**config.mk**
```make
export PLATFORM = sky130hd
export DESIGN_NAME = midi_byte_stream_parser_core
export DESIGN_NICKNAME = d
export VERILOG_FILES = /design/src/rtl/mbsp_pkg.sv /design/src/rtl/mbsp_front.sv /design/src/rtl/mbsp_queue.sv /design/src/rtl/mbsp_back.sv /design/src/rtl/midi_byte_stream_parser_core.sv
export SDC_FILE = /design/constraint.sdc
export NUM_CORES = 1
export LEC_CHECK = 0
export BUFFER_PORTS_ARGS = -buffer_cell sky130_fd_sc_hd__buf_4
export CORE_UTILIZATION = 47
export CTS_CLUSTER_SIZE = 25
export DETAILED_ROUTE_END_ITERATION = 8
export PLACE_DENSITY = 0.67
export SYNTH_ARGS = -nofsm -noshare
export SYNTH_HDL_FRONTEND = slang
export SYNTH_SLANG_ARGS = --single-unit
```
**constraint.sdc**
```tcl
create_clock -name clk -period 2.4 [get_ports clk]
set_input_delay 0.24 -clock clk [delete_from_list [all_inputs] [get_ports clk]]
set_output_delay 0.24 -clock clk [all_outputs]
set_load 0.03 [all_outputs]
```
**src/rtl/mbsp_pkg.sv**
```systemverilog
// shared types, codes and decode helpers for the midi byte stream parser
// no dependencies; imported by every module of the block
`timescale 1ns / 1ps

package mbsp_pkg;

    // sysex byte limit and counter width
    localparam int SYSEX_LIMIT  = 32768;
    localparam int SYSEX_CNT_W  = $clog2(SYSEX_LIMIT);

    // result kinds
    localparam logic [3:0] KIND_MESSAGE  = 4'd0;
    localparam logic [3:0] KIND_SONG_POS = 4'd1;
    localparam logic [3:0] KIND_CLOCK    = 4'd2;
    localparam logic [3:0] KIND_START    = 4'd3;
    localparam logic [3:0] KIND_CONTINUE = 4'd4;
    localparam logic [3:0] KIND_STOP     = 4'd5;
    localparam logic [3:0] KIND_QFRAME   = 4'd6;
    localparam logic [3:0] KIND_SX_BYTE  = 4'd7;
    localparam logic [3:0] KIND_SX_END   = 4'd8;

    // byte classes decided by the front end
    localparam logic [1:0] CLS_DATA   = 2'd0;
    localparam logic [1:0] CLS_STATUS = 2'd1;
    localparam logic [1:0] CLS_RT     = 2'd2;

    // status byte values with special handling
    localparam logic [7:0] ST_SX_START  = 8'hF0;
    localparam logic [7:0] ST_QFRAME    = 8'hF1;
    localparam logic [7:0] ST_SONG_POS  = 8'hF2;
    localparam logic [7:0] ST_SONG_SEL  = 8'hF3;
    localparam logic [7:0] ST_SX_END    = 8'hF7;
    localparam logic [7:0] ST_RT_FIRST  = 8'hF8;
    localparam logic [7:0] ST_CLOCK     = 8'hF8;
    localparam logic [7:0] ST_START     = 8'hFA;
    localparam logic [7:0] ST_CONTINUE  = 8'hFB;
    localparam logic [7:0] ST_STOP      = 8'hFC;

    // configuration register indexes
    localparam logic [1:0] CFG_SYSEX_CAPTURE = 2'd0;
    localparam logic [1:0] CFG_CLOCK_FORWARD = 2'd1;

    // data bytes per channel status, by upper nibble minus 8
    localparam logic [1:0] LEN_TABLE [8] = '{2'd2, 2'd2, 2'd2, 2'd2,
                                             2'd1, 2'd1, 2'd2, 2'd0};

    // classified byte passed from front end to back end
    typedef struct packed {
        logic [7:0] byte_val;
        logic       ovr;
        logic [1:0] cls;
        logic       rt_fwd;
        logic [3:0] rt_kind;
        logic [1:0] data_len;
        logic       is_sx_start;
        logic       is_tc_mark;
        logic       is_sx_end;
    } op_t;

    // one result item
    typedef struct packed {
        logic [3:0] kind;
        logic [7:0] status_byte;
        logic [7:0] first_data;
        logic [6:0] second_data;
        logic       sysex_overflow;
        logic       last_result;
    } res_t;

    // data bytes that follow a status byte
    function automatic logic [1:0] data_length(input logic [7:0] st);
        logic [1:0] len;
        len = 2'd0;
        if (st < ST_SX_START)
        begin
            len = LEN_TABLE[st[6:4]];
        end
        else if (st == ST_SX_START || st == ST_QFRAME || st == ST_SONG_SEL)
        begin
            len = 2'd1;
        end
        else if (st == ST_SONG_POS)
        begin
            len = 2'd2;
        end
        return len;
    endfunction

endpackage

```
**src/rtl/mbsp_front.sv**
```systemverilog
// front end: accepts received bytes and classifies them into ops
// depends on mbsp_pkg; feeds mbsp_queue
`timescale 1ns / 1ps

module mbsp_front
    import mbsp_pkg::*;
(
    input  logic       in_valid,
    output logic       in_ready,
    input  logic [7:0] rx_byte,
    input  logic       overrun,
    input  logic       q_full,
    output logic       push,
    output op_t        push_op
);

    // handshake towards the queue
    assign in_ready = !q_full;
    assign push     = in_valid && !q_full;

    // byte classification
    always_comb
    begin
        push_op             = '0;
        push_op.byte_val    = rx_byte;
        push_op.ovr         = overrun;
        push_op.data_len    = data_length(rx_byte);
        push_op.is_sx_start = (rx_byte == ST_SX_START);
        push_op.is_tc_mark  = (rx_byte == ST_QFRAME);
        push_op.is_sx_end   = (rx_byte == ST_SX_END);
        if (!rx_byte[7])
        begin
            push_op.cls = CLS_DATA;
        end
        else if (rx_byte >= ST_RT_FIRST)
        begin
            push_op.cls = CLS_RT;
        end
        else
        begin
            push_op.cls = CLS_STATUS;
        end
        // real-time bytes that may be forwarded
        case (rx_byte)
            ST_CLOCK:
            begin
                push_op.rt_fwd  = 1'b1;
                push_op.rt_kind = KIND_CLOCK;
            end
            ST_START:
            begin
                push_op.rt_fwd  = 1'b1;
                push_op.rt_kind = KIND_START;
            end
            ST_CONTINUE:
            begin
                push_op.rt_fwd  = 1'b1;
                push_op.rt_kind = KIND_CONTINUE;
            end
            ST_STOP:
            begin
                push_op.rt_fwd  = 1'b1;
                push_op.rt_kind = KIND_STOP;
            end
            default:
            begin
                push_op.rt_fwd  = 1'b0;
                push_op.rt_kind = KIND_MESSAGE;
            end
        endcase
    end

endmodule

```
**src/rtl/mbsp_queue.sv**
```systemverilog
// two-entry queue of classified ops between front and back end
// depends on mbsp_pkg
`timescale 1ns / 1ps

module mbsp_queue
    import mbsp_pkg::*;
(
    input  logic clk,
    input  logic rst_n,
    input  logic push,
    input  op_t  push_op,
    output logic full,
    input  logic pop,
    output logic head_valid,
    output op_t  head_op
);

    op_t        slot_reg [2];
    logic       wr_ptr_reg;
    logic       wr_ptr_next;
    logic       rd_ptr_reg;
    logic       rd_ptr_next;
    logic [1:0] count_reg;
    logic [1:0] count_next;

    assign full       = (count_reg == 2'd2);
    assign head_valid = (count_reg != 2'd0);
    assign head_op    = slot_reg[rd_ptr_reg];

    // pointer and fill count
    always_comb
    begin
        wr_ptr_next = push ? !wr_ptr_reg : wr_ptr_reg;
        rd_ptr_next = pop  ? !rd_ptr_reg : rd_ptr_reg;
        count_next  = count_reg;
        if (push && !pop)
        begin
            count_next = count_reg + 2'd1;
        end
        else if (pop && !push)
        begin
            count_next = count_reg - 2'd1;
        end
    end

    always_ff @(posedge clk or negedge rst_n)
    begin
        if (!rst_n)
        begin
            wr_ptr_reg <= 1'b0;
            rd_ptr_reg <= 1'b0;
            count_reg  <= 2'd0;
        end
        else
        begin
            wr_ptr_reg <= wr_ptr_next;
            rd_ptr_reg <= rd_ptr_next;
            count_reg  <= count_next;
        end
    end

    // entry storage
    always_ff @(posedge clk)
    begin
        if (push)
        begin
            slot_reg[wr_ptr_reg] <= push_op;
        end
    end

endmodule

```
**src/rtl/mbsp_back.sv**
```systemverilog
// back end: parser state, result generation and output register
// depends on mbsp_pkg; consumes ops from mbsp_queue
`timescale 1ns / 1ps

module mbsp_back
    import mbsp_pkg::*;
(
    input  logic       clk,
    input  logic       rst_n,
    input  logic       cfg_we,
    input  logic [1:0] cfg_index,
    input  logic       cfg_data,
    input  logic       q_valid,
    input  op_t        q_op,
    output logic       q_pop,
    output logic       out_valid,
    input  logic       out_ready,
    output res_t       out_res
);

    // configuration
    logic sysex_capture_enable_reg;
    logic clock_forward_enable_reg;

    // parser state
    logic [7:0]             running_status_reg;
    logic [7:0]             running_status_next;
    logic [1:0]             needed_data_reg;
    logic [1:0]             needed_data_next;
    logic [1:0]             data_position_reg;
    logic [1:0]             data_position_next;
    logic                   status_unknown_reg;
    logic                   status_unknown_next;
    logic                   in_sysex_reg;
    logic                   in_sysex_next;
    logic                   timecode_pending_reg;
    logic                   timecode_pending_next;
    logic [7:0]             held_first_data_reg;
    logic [7:0]             held_first_data_next;
    logic [SYSEX_CNT_W-1:0] sysex_count_reg;
    logic [SYSEX_CNT_W-1:0] sysex_count_next;
    logic                   sysex_overflowed_reg;
    logic                   sysex_overflowed_next;

    // output register and second-result holding stage
    logic out_valid_reg;
    res_t out_res_reg;
    logic pend_valid_reg;
    res_t pend_res_reg;

    // per-op results
    logic       end_v;
    res_t       end_res;
    logic       main_v;
    res_t       main_res;
    logic       handled;
    logic [1:0] pos;
    logic [7:0] held;
    logic       out_load;
    logic       proc;
    res_t       r0;
    res_t       r1;

    assign out_load  = !out_valid_reg || out_ready;
    assign proc      = q_valid && !pend_valid_reg && out_load;
    assign q_pop     = proc;
    assign out_valid = out_valid_reg;
    assign out_res   = out_res_reg;

    // state update and results for the op at the queue head
    always_comb
    begin
        running_status_next   = running_status_reg;
        needed_data_next      = needed_data_reg;
        data_position_next    = data_position_reg;
        status_unknown_next   = status_unknown_reg | q_op.ovr;
        in_sysex_next         = in_sysex_reg;
        timecode_pending_next = timecode_pending_reg;
        held_first_data_next  = held_first_data_reg;
        sysex_count_next      = sysex_count_reg;
        sysex_overflowed_next = sysex_overflowed_reg;
        end_v    = 1'b0;
        end_res  = '0;
        main_v   = 1'b0;
        main_res = '0;
        handled  = 1'b0;
        pos      = data_position_reg + 2'd1;
        held     = (pos == 2'd1) ? q_op.byte_val : held_first_data_reg;
        case (q_op.cls)
            CLS_RT:
            begin
                main_v               = clock_forward_enable_reg && q_op.rt_fwd;
                main_res.kind        = q_op.rt_kind;
                main_res.status_byte = q_op.byte_val;
            end
            CLS_STATUS:
            begin
                // any status byte ends a running sysex
                if (in_sysex_reg)
                begin
                    end_v                  = sysex_capture_enable_reg;
                    end_res.kind           = KIND_SX_END;
                    end_res.status_byte    = ST_SX_END;
                    end_res.first_data     = ST_SX_END;
                    end_res.sysex_overflow = sysex_overflowed_reg;
                    in_sysex_next          = 1'b0;
                    status_unknown_next    = 1'b1;
                    handled                = q_op.is_sx_end;
                end
                if (!handled)
                begin
                    if (q_op.is_tc_mark)
                    begin
                        timecode_pending_next = 1'b1;
                    end
                    else
                    begin
                        running_status_next = q_op.byte_val;
                        needed_data_next    = q_op.data_len;
                        data_position_next  = 2'd0;
                        status_unknown_next = 1'b0;
                        // sysex start counts as its first streamed byte
                        if (q_op.is_sx_start)
                        begin
                            in_sysex_next         = 1'b1;
                            sysex_overflowed_next = 1'b0;
                            sysex_count_next      = SYSEX_CNT_W'(1);
                            main_v                = sysex_capture_enable_reg;
                            main_res.kind         = KIND_SX_BYTE;
                            main_res.status_byte  = ST_SX_START;
                            main_res.first_data   = q_op.byte_val;
                        end
                    end
                end
            end
            CLS_DATA:
            begin
                if (timecode_pending_reg)
                begin
                    timecode_pending_next = 1'b0;
                    main_v                = 1'b1;
                    main_res.kind         = KIND_QFRAME;
                    main_res.status_byte  = ST_QFRAME;
                    main_res.first_data   = q_op.byte_val;
                end
                else if (in_sysex_reg)
                begin
                    // saturate at the sysex limit minus one
                    if (sysex_count_reg < SYSEX_CNT_W'(SYSEX_LIMIT - 1))
                    begin
                        sysex_count_next     = sysex_count_reg + SYSEX_CNT_W'(1);
                        main_v               = sysex_capture_enable_reg;
                        main_res.kind        = KIND_SX_BYTE;
                        main_res.status_byte = ST_SX_START;
                        main_res.first_data  = q_op.byte_val;
                    end
                    else
                    begin
                        sysex_overflowed_next = 1'b1;
                    end
                end
                else if (!status_unknown_next && needed_data_reg != 2'd0)
                begin
                    held_first_data_next = held;
                    data_position_next   = pos;
                    // message complete
                    if (pos >= needed_data_reg)
                    begin
                        data_position_next   = 2'd0;
                        main_res.status_byte = running_status_reg;
                        main_res.first_data  = held;
                        main_res.second_data = (needed_data_reg == 2'd2) ?
                                               q_op.byte_val[6:0] : 7'd0;
                        if (running_status_reg == ST_SONG_POS)
                        begin
                            main_v        = clock_forward_enable_reg;
                            main_res.kind = KIND_SONG_POS;
                        end
                        else
                        begin
                            main_v        = 1'b1;
                            main_res.kind = KIND_MESSAGE;
                        end
                    end
                end
            end
            default:
            begin
            end
        endcase
    end

    // order results: sysex end first, then the main result
    always_comb
    begin
        r0             = end_v ? end_res : main_res;
        r0.last_result = !(end_v && main_v);
        r1             = main_res;
        r1.last_result = 1'b1;
    end

    // configuration registers
    always_ff @(posedge clk or negedge rst_n)
    begin
        if (!rst_n)
        begin
            sysex_capture_enable_reg <= 1'b0;
            clock_forward_enable_reg <= 1'b0;
        end
        else if (cfg_we)
        begin
            if (cfg_index == CFG_SYSEX_CAPTURE)
            begin
                sysex_capture_enable_reg <= cfg_data;
            end
            if (cfg_index == CFG_CLOCK_FORWARD)
            begin
                clock_forward_enable_reg <= cfg_data;
            end
        end
    end

    // parser state registers
    always_ff @(posedge clk or negedge rst_n)
    begin
        if (!rst_n)
        begin
            running_status_reg   <= 8'd0;
            needed_data_reg      <= 2'd0;
            data_position_reg    <= 2'd0;
            status_unknown_reg   <= 1'b1;
            in_sysex_reg         <= 1'b0;
            timecode_pending_reg <= 1'b0;
            held_first_data_reg  <= 8'd0;
            sysex_count_reg      <= '0;
            sysex_overflowed_reg <= 1'b0;
        end
        else if (proc)
        begin
            running_status_reg   <= running_status_next;
            needed_data_reg      <= needed_data_next;
            data_position_reg    <= data_position_next;
            status_unknown_reg   <= status_unknown_next;
            in_sysex_reg         <= in_sysex_next;
            timecode_pending_reg <= timecode_pending_next;
            held_first_data_reg  <= held_first_data_next;
            sysex_count_reg      <= sysex_count_next;
            sysex_overflowed_reg <= sysex_overflowed_next;
        end
    end

    // output valid flags
    always_ff @(posedge clk or negedge rst_n)
    begin
        if (!rst_n)
        begin
            out_valid_reg  <= 1'b0;
            pend_valid_reg <= 1'b0;
        end
        else if (out_load)
        begin
            if (pend_valid_reg)
            begin
                out_valid_reg  <= 1'b1;
                pend_valid_reg <= 1'b0;
            end
            else
            begin
                out_valid_reg  <= proc && (end_v || main_v);
                pend_valid_reg <= proc && end_v && main_v;
            end
        end
    end

    // output payload
    always_ff @(posedge clk)
    begin
        if (out_load)
        begin
            if (pend_valid_reg)
            begin
                out_res_reg <= pend_res_reg;
            end
            else if (proc)
            begin
                out_res_reg  <= r0;
                pend_res_reg <= r1;
            end
        end
    end

endmodule

```
**src/rtl/midi_byte_stream_parser_core.sv**
```systemverilog
// top level of the midi byte stream parser
// depends on mbsp_pkg, mbsp_front, mbsp_queue and mbsp_back
//
//  channel   direction  handshake             payload
//  input     in         in_valid / in_ready   rx_byte, overrun
//  result    out        out_valid / out_ready kind .. last_result
//  config    in         cfg_we (no wait)      cfg_index, cfg_data
//
// one byte per cycle while the output is not stalled, when it gives at most
// one result; a byte that gives a sysex end plus a new sysex start holds
// the back end until its second result is loaded; an accepted byte is
// written into the queue and goes from the queue head to the output reg
// reset clears all parser state, the queue and the output stage
// a stalled output fills the two-entry queue before in_ready drops
`timescale 1ns / 1ps

module midi_byte_stream_parser_core
    import mbsp_pkg::*;
(
    input  logic       clk,
    input  logic       rst_n,
    input  logic       in_valid,
    output logic       in_ready,
    input  logic [7:0] rx_byte,
    input  logic       overrun,
    output logic       out_valid,
    input  logic       out_ready,
    output logic [3:0] kind,
    output logic [7:0] status_byte,
    output logic [7:0] first_data,
    output logic [6:0] second_data,
    output logic       sysex_overflow,
    output logic       last_result,
    input  logic       cfg_we,
    input  logic [1:0] cfg_index,
    input  logic       cfg_data
);

    logic q_full;
    logic push;
    op_t  push_op;
    logic q_pop;
    logic q_valid;
    op_t  q_op;
    res_t out_res;

    // byte classification
    mbsp_front u_front (
        .in_valid (in_valid),
        .in_ready (in_ready),
        .rx_byte  (rx_byte),
        .overrun  (overrun),
        .q_full   (q_full),
        .push     (push),
        .push_op  (push_op)
    );

    // decoupling queue
    mbsp_queue u_queue (
        .clk        (clk),
        .rst_n      (rst_n),
        .push       (push),
        .push_op    (push_op),
        .full       (q_full),
        .pop        (q_pop),
        .head_valid (q_valid),
        .head_op    (q_op)
    );

    // parser state and result output
    mbsp_back u_back (
        .clk       (clk),
        .rst_n     (rst_n),
        .cfg_we    (cfg_we),
        .cfg_index (cfg_index),
        .cfg_data  (cfg_data),
        .q_valid   (q_valid),
        .q_op      (q_op),
        .q_pop     (q_pop),
        .out_valid (out_valid),
        .out_ready (out_ready),
        .out_res   (out_res)
    );

    // result fields onto ports
    assign kind           = out_res.kind;
    assign status_byte    = out_res.status_byte;
    assign first_data     = out_res.first_data;
    assign second_data    = out_res.second_data;
    assign sysex_overflow = out_res.sysex_overflow;
    assign last_result    = out_res.last_result;

endmodule

```
# After elaboration in Yosys (flattened, before gate mapping)
# Memories as Yosys holds them, arrays and structs flattened.
# Index checks and enable logic that the tools add are counted.
[op_classes]
addsub = 4
n_lt_le_gt_ge = 5
n_eq_ne = 26
muxes = 82
n_bitwise = 7
n_reduce_logical = 42
[op_table]
columns = ["op", "n"]
rows = [
  ["$mux 20", 5],
  ["$mux 15", 6],
  ["$mux 29", 3],
  ["$eq 8x8->1 const B", 10],
  ["$mux 19", 3],
  ["$pmux 12 s3", 1],
  ["$mux 1", 35],
  ["$mux 2", 15],
  ["$pmux 15 s2", 1],
  ["$mux 7", 4],
  ["$mux 27", 1],
  ["$mux 24", 1],
  ["$pmux 5 s4", 1],
  ["$pmux 8 s2", 1],
  ["$reduce_and 8->1", 2],
  ["$add 15x1->15 const B", 1],
  ["$lt 15x15->1 const B", 1],
  ["$ne 2x2->1 const B", 7],
  ["$logic_and 1x1->1", 11],
  ["$reduce_bool 2->1", 5],
  ["$logic_not 1->1", 9],
  ["$ge 8x8->1 const B", 1],
  ["$lt 8x8->1 const B", 1],
  ["$mux 8", 1],
  ["20 further kinds", 40],
]
[totals]
reg_bits = 103
mem_bits_rw = 42
romBits = 16
in_bits = 17
output_inout_bits = 31
wordCells = 194
mem_count = 2
[memory_table]
columns = ["name", "depth", "width", "rd", "rd_ports_with_merged_regs", "wr", "line_no", "rtl"]
rows = [
  ["u_queue.slot_reg", 2, 21, 1, 0, 1, "mbsp_queue.sv:18", "op_t slot_reg [2];"],
  ["(name not given)", 8, 2, 1, 0, 0, "mbsp_pkg.sv:76", "len = LEN_TABLE[st[6:4]];"],
]

# Logic depth before layout (Yosys ltp)
# Gate-level depths: netlist of run 1.
# An unclocked memory read counts as a cell.
[logic_depth]
word_depth = 12
depth_mapped = 9
ltp_nobuf = 8

# Hierarchy
# From an unflattened synthesis of run 1, not the netlist that was laid out.
[hier_totals]
hier_cells = 502
hier_area_um2 = 6722.7
[by_module_without_submodules]
columns = ["module", "n_inst", "cells_each", "area_per_inst_um2", "seq_area_each_um2"]
rows = [
  ["mbsp_back", 1, 382, 4733.3, 2758.9],
  ["mbsp_queue", 1, 81, 1709.1, 1361.3],
  ["mbsp_front", 1, 39, 280.3, 0.0],
]

# Worst setup path after synthesis of run 1
# Ideal clock, no wire load.
[synth_timing]
path_type = "register to register"
from = "register u_back.out_valid_reg (netlist: u_back.out_valid)"
to = "register u_back.held_first_data_reg[5]"
setup_ns = 0.134
arrival_time_ns = 2.607
t_required_ns = 2.266
slack_ns = -0.341
stages_incl_launch_ff = 9
path_buffers = 2
synth_period_minus_slack_ns = 2.741
cell_sequence = "dfrtp_1 -> nor2b_1 -> nor3_4 -> inv_2 -> or4_1 -> clkbuf_1 -> buf_6 -> nand2_1 -> o21ai_2"
[synth_via]
elab_chain_len = 4
[synth_rtl]
columns = ["item", "line_no", "rtl"]
rows = [
  ["start, declared", "mbsp_back.sv:46", "logic out_valid_reg;"],
  ["start signal, assigned", "mbsp_back.sv:269", "out_valid_reg <= proc && (end_v || main_v);"],
  ["$logic_not 1->1", "mbsp_back.sv:64", "assign out_load = !out_valid_reg || out_ready;"],
  ["$logic_or 1x1->1", "mbsp_back.sv:64", ""],
  ["$logic_and 1x1->1", "mbsp_back.sv:65", "assign proc = q_valid && !pend_valid_reg && out_load;"],
  ["$reduce_and 5->1 (no source line)", "--", ""],
  ["end signal, assigned", "mbsp_back.sv:246", "held_first_data_reg <= held_first_data_next;"],
  ["end, declared", "mbsp_back.sv:38", "logic [7:0] held_first_data_reg;"],
]
# No other way between the ends.
# A chain may end at the register's enable or synchronous reset.

==> flow_summary.ini, run 1 <==
[floorplanning]
dieArea_um2 = 14330
die_x_um = 119.7
ios = 48
coreArea_um2 = 13400
fp-row-count = 42
initial_utilization_pct = 48.61
die_h_um = 119.7

[yosys]
synth.area.top_cells = edfxtp_1, dfrtp_1, nand2_1
synthFlopType = edfxtp_1
synth_area_leader_cell = edfxtp_1
synth_seq_area_share_pct = 61.87
ys_ff_latch = 142
netlist_instances = 547
ys_async_sr_fraction_pct = 33.10
yosys_warnings = 0
yosys.cell_types.count = 73
synth-edff-count = 95
synth_top_area_share_pct = 43.80
syn_nets = 569
synth.cell_area_um2 = 6514
syn_avg_cell_area_um2 = 11.91

[placement]
dpl.hpwl_mm = 9.604
dp_worst_setup_slack_ns = 0.008509
portBuffers = 47
place.gp.congestion = 0.9248

[setup_path]
critPathLaunchType = register
worstSetupEndpointType = register
crit_arrival_ns = 2.52
crit_chain = inv_1 > ha_1 > ha_1 > a21oi_2 > o41ai_1 > nor3_1 > o32ai_1 > o31a_1
slowest_delay_ns = 0.37
cp_slowest_cell = dfrtp_1
crit_path_max_fanout = 4
rrSetupSlack_ns = 0.06
worst-setup-path-type = register to register
required_ns = 2.58
cpMostUsedCell = ha_1

[sta]
tns_ns = 0
post-route-worst-setup-slack_ns = 0.06464
rsz0062_at_grt = true
finClkSkew_ns = 0.005859
drv_slew = 0
setup_viol = 0
clock.fmax_ghz = 0.4282
tightest_slew_ns = 0.6319
slew_headroom_pct = 57.72
min_period_ns = 2.335
period_share_pct = 97.31
hold_viol_final = 0

[pwr]
p_switching_uw = 4014
p_per_area_nw_per_um2 = 1379
p_int_uw = 6808
switching_share_pct = 37.09
seqPwrFrac_pct = 38.6
ir_drop_uv = 744.3
power_leakage_uw = 0.003220
comb_power_share_pct = 37.4
p_clk_share_pct = 24.0

[detailed_routing]
ant_nets = 0
num_vias = 4487
drc_errors = 0
routed_wl_mm = 13.73
drt-initial-drc-count = 444
wl_per_cell_um = 16.93
vias_per_cell = 5.533
firstDrtPassIters = 5

[clock_network]
numCtsBuffers = 17
tritoncts = yes
cts_setup_buffers = 0
clock_path_buffers = 2
root_buffer = clkbuf_16
cts.htree.levels = 4
clk_latency_ns = 0.43
path_clk_slew_ns = 0.06
clock-sinks = 142

[layout]
largest_reg_flops = 40
n_fill_cell = 1135
insertedDiodeCount = 0
layout-drive-gt1-share_pct = 24.09
syn_to_final_growth_pct = 20.46
ff_latch_area_um2 = 4033
multi_input_area_um2 = 2283
finalNetCount = 644

[global_route]
grt_max_degree = 48
grt_usage_pct = 20.88
grt_pass1_wl_mm = 22.55
antenna_found_initial = 0
grt_overflow = 0
grt_pass1_vias = 4280

[hold_path]
hp-class = primary input to register

[job]
timing.max_cap.violations = 0

[run_status]
outcome = finished clean
## timing repair
item	CTS	global route
gates cloned	0	0
endpoints found under the hold margin	50	0
endpoints found under the setup margin	2	20
hold buffers	3	0
pin swaps	0	1
resized for setup	1	10
## synthesized netlist by cell type (10+ instances only)
cell	number
nor2_1	45
nand2b_1	10
o21ai_0	31
nand3_1	15
mux2i_1	13
dfrtp_1	46
a21oi_1	32
nand4_1	10
inv_1	29
clkbuf_1	14
nand2_1	48
edfxtp_1	95
## cell families after synthesis
family                   Yosys count  share of synthesized area (%)
AO/OA/AOI/OAI                    126                          12.83
XOR/XNOR                           9                          1.210
adder cells (fa/ha/maj)            5                         0.9604
buffers and inverters             54                          3.630
flip-flops                       142                          61.87
multiplexers                      20                          3.381
AND/OR/NAND/NOR                  191                          16.12
## per-stage QoR
step / area (um^2) / util (%) / total power [uW] / std cells / hold WS (ns)
after global routing: 7846 / 58.55 / 11440 / 811 / 0.0003059
after global placement: 7209 / 53.80 / 8074 / 776 / 0.2855
after floorplan: 6544 / - / 6901 / 547 / -0.05559
after detailed placement: 7209 / 53.80 / 8237 / 776 / 0.2963
after CTS: 7833 / 58.45 / 10870 / 811 / 0.001877
final: 7846 / 58.55 / 10820 / 811 / 0.01606
## critical path: cells and delay by family (launching register included)
kind	cells	cell delay, ns
AOI/OAI and AO/OA	4	0.84
adders and majority gates	2	0.65
DFF	1	0.37
and+or+nand+nor	1	0.16
buffers and inverters	1	0.08
## power by group through the flow
stage | registers (uW) | clock network, uW | logic [uW]
detailed placement | 4230 | 0 | 4010
CTS | 4180 | 2630 | 4060
finish | 4180 | 2590 | 4050
global placement | 4190 | 0 | 3890
global route | 4280 | 2740 | 4410
floorplan | 4590 | 0 | 2310
## placed cells by master (no fill, tap or decap), types with 10 or more instances in the layout
master	count
edfxtp_1	95
buf_4	77
nand2_1	46
nor2_1	44
dfrtp_1	44
a21oi_1	31
inv_1	29
o21ai_0	25
clkbuf_16	17
nand3_1	15
mux2i_1	13
nand4_1	10
## path summary, 6_finish.rpt
check	startpoint	to	depth (start not counted)
setup / recovery	u_back.data_position_reg[0]$_DFFE_PN0P_	u_back.out_res[10]$_DFFE_PP_	8
hold / removal	rx_byte[3]	u_queue.slot_reg[1][16]$_DFFE_PP_	1
setup reg to reg	u_back.data_position_reg[0]$_DFFE_PN0P_	u_back.out_res[10]$_DFFE_PP_	8
hold reg to reg	u_back.held_first_data_reg[0]$_DFFE_PN0P_	u_back.held_first_data_reg[0]$_DFFE_PN0P_	2
max in group asynchronous	rst_n	u_queue.rd_ptr_reg$_DFFE_PN0P_	2
min in group asynchronous	rst_n	u_back.sysex_count_reg[4]$_DFFE_PN0P_	2
## final cells by class
class,instances,area share (%)
inverters,30,1.435
repair buffers,80,7.750
clock inverters,15,2.089
flip-flops and latches,142,51.40
well taps,176,2.807
multi-input cells,351,29.10
clock buffers,17,5.422
## metal layers
layer  track usage [%]  up-vias  wire, um
li1                  -     2180         -
met1             29.13     2140      6561
met2             31.07      147      6165
met3             5.656       20       771
met4             8.203        0       229
met5                 0        -         0
No activity file was read; power rests on OpenSTA's default activity.
==> run 2, diff against run 1 <==
Settings changed: SETUP_SLACK_MARGIN set to 0.4.
==> flow_summary.ini, run 2 (synthesis gave the netlist of run 1 again) <==
[clock_network]
path_clk_slew_ns = 0.06
cts.htree.levels = 4
tritoncts = yes
root_buffer = clkbuf_16
clock_path_buffers = 2
clk_latency_ns = 0.42
clock-sinks = 142
numCtsBuffers = 17

[sta]
post-route-worst-setup-slack_ns = 0.1565
hold_viol_final = 0
rsz0062_at_grt = true
tightest_slew_ns = 0.6361
setup_viol = 0
tns_ns = 0
drv_slew = 0
finClkSkew_ns = 0.006889
clock.fmax_ghz = 0.4457
hold-worst-slack_ns = 0.01545
period_share_pct = 93.48
min_period_ns = 2.243
slew_headroom_pct = 57.59

[floorplanning]
die_x_um = 119.7
fp-row-count = 42
die_h_um = 119.7
coreArea_um2 = 13400
dieArea_um2 = 14330
initial_utilization_pct = 48.61
ios = 48

[run_status]
outcome = finished clean

[setup_path]
crit_arrival_ns = 2.40
crit_chain = nor3b_4 > or2_4 > and2_4 > nor3_4 > clkbuf_16 > o22ai_4 > a2bb2oi_2
cp_slowest_cell = dfrtp_2
slowest_delay_ns = 0.47
crit_path_max_fanout = 6
worstSetupEndpointType = register
critPathLaunchType = register
required_ns = 2.55
worst-setup-path-type = register to register

[layout]
insertedDiodeCount = 0
syn_to_final_growth_pct = 34.67
layout-drive-gt1-share_pct = 41.41
finalNetCount = 678
largest_reg_flops = 40
layout_common_cells = buf_4, edfxtp_1, dfrtp_1, nand2_1, nor2_1
final_cells = 845
layout_commonest_cell = buf_4

[pwr]
p_per_area_nw_per_um2 = 1413
power_uw = 12390
power_leakage_uw = 0.003559
ir_drop_uv = 573.8

[placement]
dpl.hpwl_mm = 9.410
portBuffers = 47
place_inst = 775
dp_worst_setup_slack_ns = -0.07679
place.gp.congestion = 0.8443

[detailed_routing]
firstDrtPassIters = 5
ant_nets = 0
drt-initial-drc-count = 449
wl_per_cell_um = 18.55
vias_per_cell = 5.701
num_vias = 4817
routed_wl_mm = 15.68
drc_errors = 0

[global_route]
grt_pass1_wl_mm = 24.07
antenna_found_initial = 0
grt_pass1_vias = 4734
grt_max_degree = 48
grt_overflow = 0
grt_usage_pct = 22.16

[job]
timing.max_cap.violations = 0

[hold_path]
hp-class = primary input to register
[run 2: cell count changes in the layout (fill, tap and decap cells not counted), sizes merged]
| cell | previous run | this run |
|---|---|---|
| inv | 34 | 30 |
| buf | 77 | 111 |
| dlygate4sd3 | 3 | 2 |
| clkinv | 6 | 7 |
| bufinv | 2 | 4 |
| clkinvlp | 3 | 4 |
| clkbuf | 17 | 18 |
[run 2: layout make-up]
type | instances | area, um^2
Timing Repair Buffer | 114 | 972.2
Multi-Input combinational cell | 351 | 2808
Clock inverter | 15 | 196.4
Inverter | 30 | 112.6
Clock buffer | 17 | 425.4
Tap cell | 176 | 220.2
Fill cell | 960 | 4628
Sequential cell | 142 | 4038
[run 2: critical path: cells and delay by family, from the launching register on]
kind	cells	cell delay, ns
flip-flops	1	0.47
AO/OA/AOI/OAI	2	0.28
AND/OR/NAND/NOR	4	0.99
buffers and inverters	1	0.24
[run 2: per-stage QoR]
stage,utilization (%),area (um^2)
after floorplan,-,6621
after global placement,54.22,7266
after detailed placement,54.22,7266
after CTS,61.94,8300
after global routing,65.46,8772
final,65.46,8772
[run 2: path summary, 6_finish.rpt]
| check | start | end | slack [ns] | cells past startpoint |
|---|---|---|---|---|
| max reg2reg | u_queue.rd_ptr_reg$_DFFE_PN0P_ | u_back.out_res[9]$_DFFE_PP_ | 0.16 | 7 |
| max in group asynchronous | rst_n | u_back.needed_data_reg[0]$_DFFE_PN0P_ | 1.54 | 2 |
| max | u_queue.rd_ptr_reg$_DFFE_PN0P_ | u_back.out_res[9]$_DFFE_PP_ | 0.16 | 7 |
| min in group asynchronous | rst_n | u_queue.wr_ptr_reg$_DFFE_PN0P_ | 0.37 | 2 |
| min | rx_byte[3] | u_queue.slot_reg[1][16]$_DFFE_PP_ | 0.02 | 1 |
| min reg2reg | u_back.held_first_data_reg[1]$_DFFE_PN0P_ | u_back.held_first_data_reg[1]$_DFFE_PN0P_ | 0.51 | 2 |
[run 2: layer usage]
metal / routed length (um) / track usage [%] / vias up
met5: 0 / 0 / -
met4: 384 / 9.922 / 0
met3: 836 / 4.895 / 28
met2: 7578 / 35.19 / 175
met1: 6878 / 29.17 / 2359
li1: - / - / 2255
[run 2: repair_timing]
item | CTS | global route
buffers inserted | 19 | 14
gates resized for setup | 54 | 78
gates cloned | 2 | 1
endpoints found under the setup margin | 79 | 87
hold buffers | 2 | 0
endpoints found under the hold margin | 48 | 0
pin swaps | 20 | 19
[run 2: power breakdown]
group          switching (uW)  internal (uW)  leakage, uW  total (uW)
Combinational            3110           2290      0.00174        5400
Sequential                486           3760      0.00152        4250
Clock                    1020           1730     0.000295        2750
Total                    4610           7780      0.00356       12400
==> run 3, diff against run 2 <==
Settings changed: ABC_AREA set to 1.
==> flow_summary.ini, run 3 <==
[clock_network]
tritoncts = yes
numCtsBuffers = 17
path_clk_slew_ns = 0.06
root_buffer = clkbuf_16
clock_path_buffers = 2
clock-sinks = 142
clk_latency_ns = 0.42
cts.htree.levels = 4

[sta]
hold_viol_final = 0
tns_ns = 0
setup_viol = 0
finClkSkew_ns = 0.009566
hold-worst-slack_ns = 0.01431
period_share_pct = 82.11
tightest_slew_ns = 0.6481
drv_slew = 0
min_period_ns = 1.971
post-route-worst-setup-slack_ns = 0.4294
slew_headroom_pct = 56.79
rsz0062_at_grt = true
clock.fmax_ghz = 0.5075

[detailed_routing]
num_vias = 5174
drc_errors = 0
vias_per_cell = 5.253
routed_wl_mm = 15.24
drt-initial-drc-count = 390
wl_per_cell_um = 15.47
ant_nets = 0
firstDrtPassIters = 5

[yosys]
syn_avg_cell_area_um2 = 9.448
synthTopCellsByCount = nand2_1, edfxtp_1, nor2_1
synth_top_family_by_area = simple AND/OR/NAND/NOR gates
synth.cell_area_um2 = 6793
syn_nets = 741
netlist_instances = 719
ys_ff_latch = 142
synthFlopType = edfxtp_1
synth_simple_gate_area_share_pct = 25.81
yosys.cell_types.count = 48
muxShareOfSynthArea_pct = 0.2947
synth_top_area_share_pct = 42.00
synth_seq_area_share_pct = 59.33
synth-compound-area-share_pct = 7.589
synth_area_leader_cell = edfxtp_1
synthXorXnorAreaFrac_pct = 0.7736
synth-edff-count = 95
yosysMostFrequentCell = nand2_1
synthAdderAreaFrac_pct = 0.9210
synth.area.top_cells = edfxtp_1, dfrtp_1, nand2_1
ys_async_sr_fraction_pct = 33.10
yosys_warnings = 0

[layout]
layout-drive-gt1-share_pct = 25.34
n_fill_cell = 1201
syn_to_final_growth_pct = 22.84
layout_commonest_cell = nand2_1
finalNetCount = 815
insertedDiodeCount = 0
fin_area_um2 = 8344
largest_reg_flops = 40
layout_common_cells = nand2_1, edfxtp_1, buf_4, inv_1, nand3_1

[pwr]
switching_share_pct = 41.04
p_int_uw = 6965
p_per_area_nw_per_um2 = 1416
power_leakage_uw = 0.003619
p_clk_share_pct = 21.5
p_switching_uw = 4848
ir_drop_uv = 619.8
comb_power_share_pct = 42.8
seqPwrFrac_pct = 35.7

[setup_path]
crit_path_max_fanout = 7
cpMostUsedCell = nand2_4
worst-setup-path-type = register to register
cp_slowest_cell = dfrtp_1
crit_chain = buf_4 > ha_1 > inv_1 > nand2_2 > nand2_4 > nand2_4 > nand2_4 > nor2_4 > nand2_2 > o21ai_2 > o21bai_1 > inv_1
required_ns = 2.58
rrSetupSlack_ns = 0.43
slowest_delay_ns = 0.38
critPathLaunchType = register
crit_arrival_ns = 2.15
worstSetupEndpointType = register

[placement]
placed_area_um2 = 7416
dpl.hpwl_mm = 10.61
dp_worst_setup_slack_ns = 0.08822
portBuffers = 47
place.gp.congestion = 0.8606

[global_route]
grt_overflow = 0
grt_usage_pct = 22.22
grt_pass1_vias = 4934
grt_max_degree = 48
antenna_found_initial = 0
grt_pass1_wl_mm = 24.94

[floorplanning]
initial_utilization_pct = 48.56
die_h_um = 122.2
fp-row-count = 43
ios = 48
die_x_um = 122.2
dieArea_um2 = 14940
coreArea_um2 = 13990

[hold_path]
hp-class = primary input to register

[run_status]
outcome = finished clean

[job]
timing.max_cap.violations = 0
[run 3: cell types whose count changed after synthesis, moves of 9 or more]
| cell | previous run | this run |
|---|---|---|
| nor2_1 | 45 | 75 |
| inv_1 | 29 | 67 |
| and3_1 | 9 | 0 |
| a21oi_1 | 32 | 10 |
| clkbuf_1 | 14 | 5 |
| nand3_1 | 15 | 61 |
| nand2b_1 | 10 | 0 |
| nand2_1 | 48 | 195 |
| mux2i_1 | 13 | 2 |
| or2_2 | 4 | 18 |
[run 3: repair_timing]
action	in CTS	in global routing
hold buffers	2	0
setup buffers	2	7
gates cloned	0	0
gates resized for setup	22	55
endpoints found under the setup margin	68	71
endpoints found under the hold margin	47	0
pin swaps	3	18
[run 3: routing by layer]
metal | routed length, um | share of wire [%] | vias to the layer above | global-route usage (%)
met3 | 793 | 5.2 | 28 | 5.390
met5 | 0 | 0 | - | 0
met1 | 6980 | 46 | 2454 | 30.14
met2 | 7127 | 47 | 135 | 34.59
li1 | - | - | 2557 | -
met4 | 337 | 2.2 | 0 | 8.308
[run 3: cells by family (layout without fill, tap and decap cells)]
group / after synthesis / in the layout
compound gates: 81 / 81
simple gates: 395 / 395
mux: 2 / 2
buf+inv: 88 / 174
xor+xnor: 6 / 6
fa+ha+maj: 5 / 5
flops: 142 / 142
[run 3: through the flow]
stage / instances / utilization [%] / total power (uW)
floorplan: 719 / - / 7343
detailed placement: 943 / 53.01 / 8731
global placement: 943 / 53.01 / 8579
CTS: 978 / 57.82 / 11450
global route: 985 / 59.65 / 12580
finish: 985 / 59.65 / 11810
[run 3: power groups by stage]
| stage | Sequential [uW] | Combinational (uW) | Clock [uW] |
|---|---|---|---|
| after floorplan | 4660 | 2680 | 0 |
| after global placement | 4200 | 4380 | 0 |
| after detailed placement | 4240 | 4490 | 0 |
| after CTS | 4210 | 4660 | 2580 |
| after global routing | 4330 | 5570 | 2680 |
| final | 4220 | 5060 | 2540 |
[run 3: path summary, 6_finish.rpt]
kind,end,startpoint,cells past startpoint
min in group asynchronous,u_back.clock_forward_enable_reg$_DFFE_PN0P_,rst_n,2
max reg2reg,u_back.out_res[19]$_DFFE_PP_,u_back.data_position_reg[0]$_DFFE_PN0P_,12
max,u_back.out_res[19]$_DFFE_PP_,u_back.data_position_reg[0]$_DFFE_PN0P_,12
min reg2reg,u_back.held_first_data_reg[2]$_DFFE_PN0P_,u_back.held_first_data_reg[2]$_DFFE_PN0P_,2
min,u_queue.slot_reg[1][12]$_DFFE_PP_,overrun,1
max in group asynchronous,u_back.out_valid$_DFFE_PN0N_,rst_n,2
[run 3: final cells by class]
| type | instances | area [um^2] | area share (%) |
|---|---|---|---|
| tap | 180 | 225.2 | 2.699 |
| inverter | 73 | 292.8 | 3.509 |
| multi-input combinational | 489 | 2670 | 32.00 |
| clock inverter | 12 | 136.4 | 1.634 |
| timing repair buffer | 70 | 550.5 | 6.598 |
| clock buffer | 19 | 432.9 | 5.188 |
| sequential | 142 | 4036 | 48.37 |
[run 3: critical path: cells and delay by family, from the launching register on]
kind,cells,cell delay [ns]
buf+inv,3,0.28
flops,1,0.38
fa+ha+maj,1,0.28
simple gates,6,0.46
compound gates,2,0.30
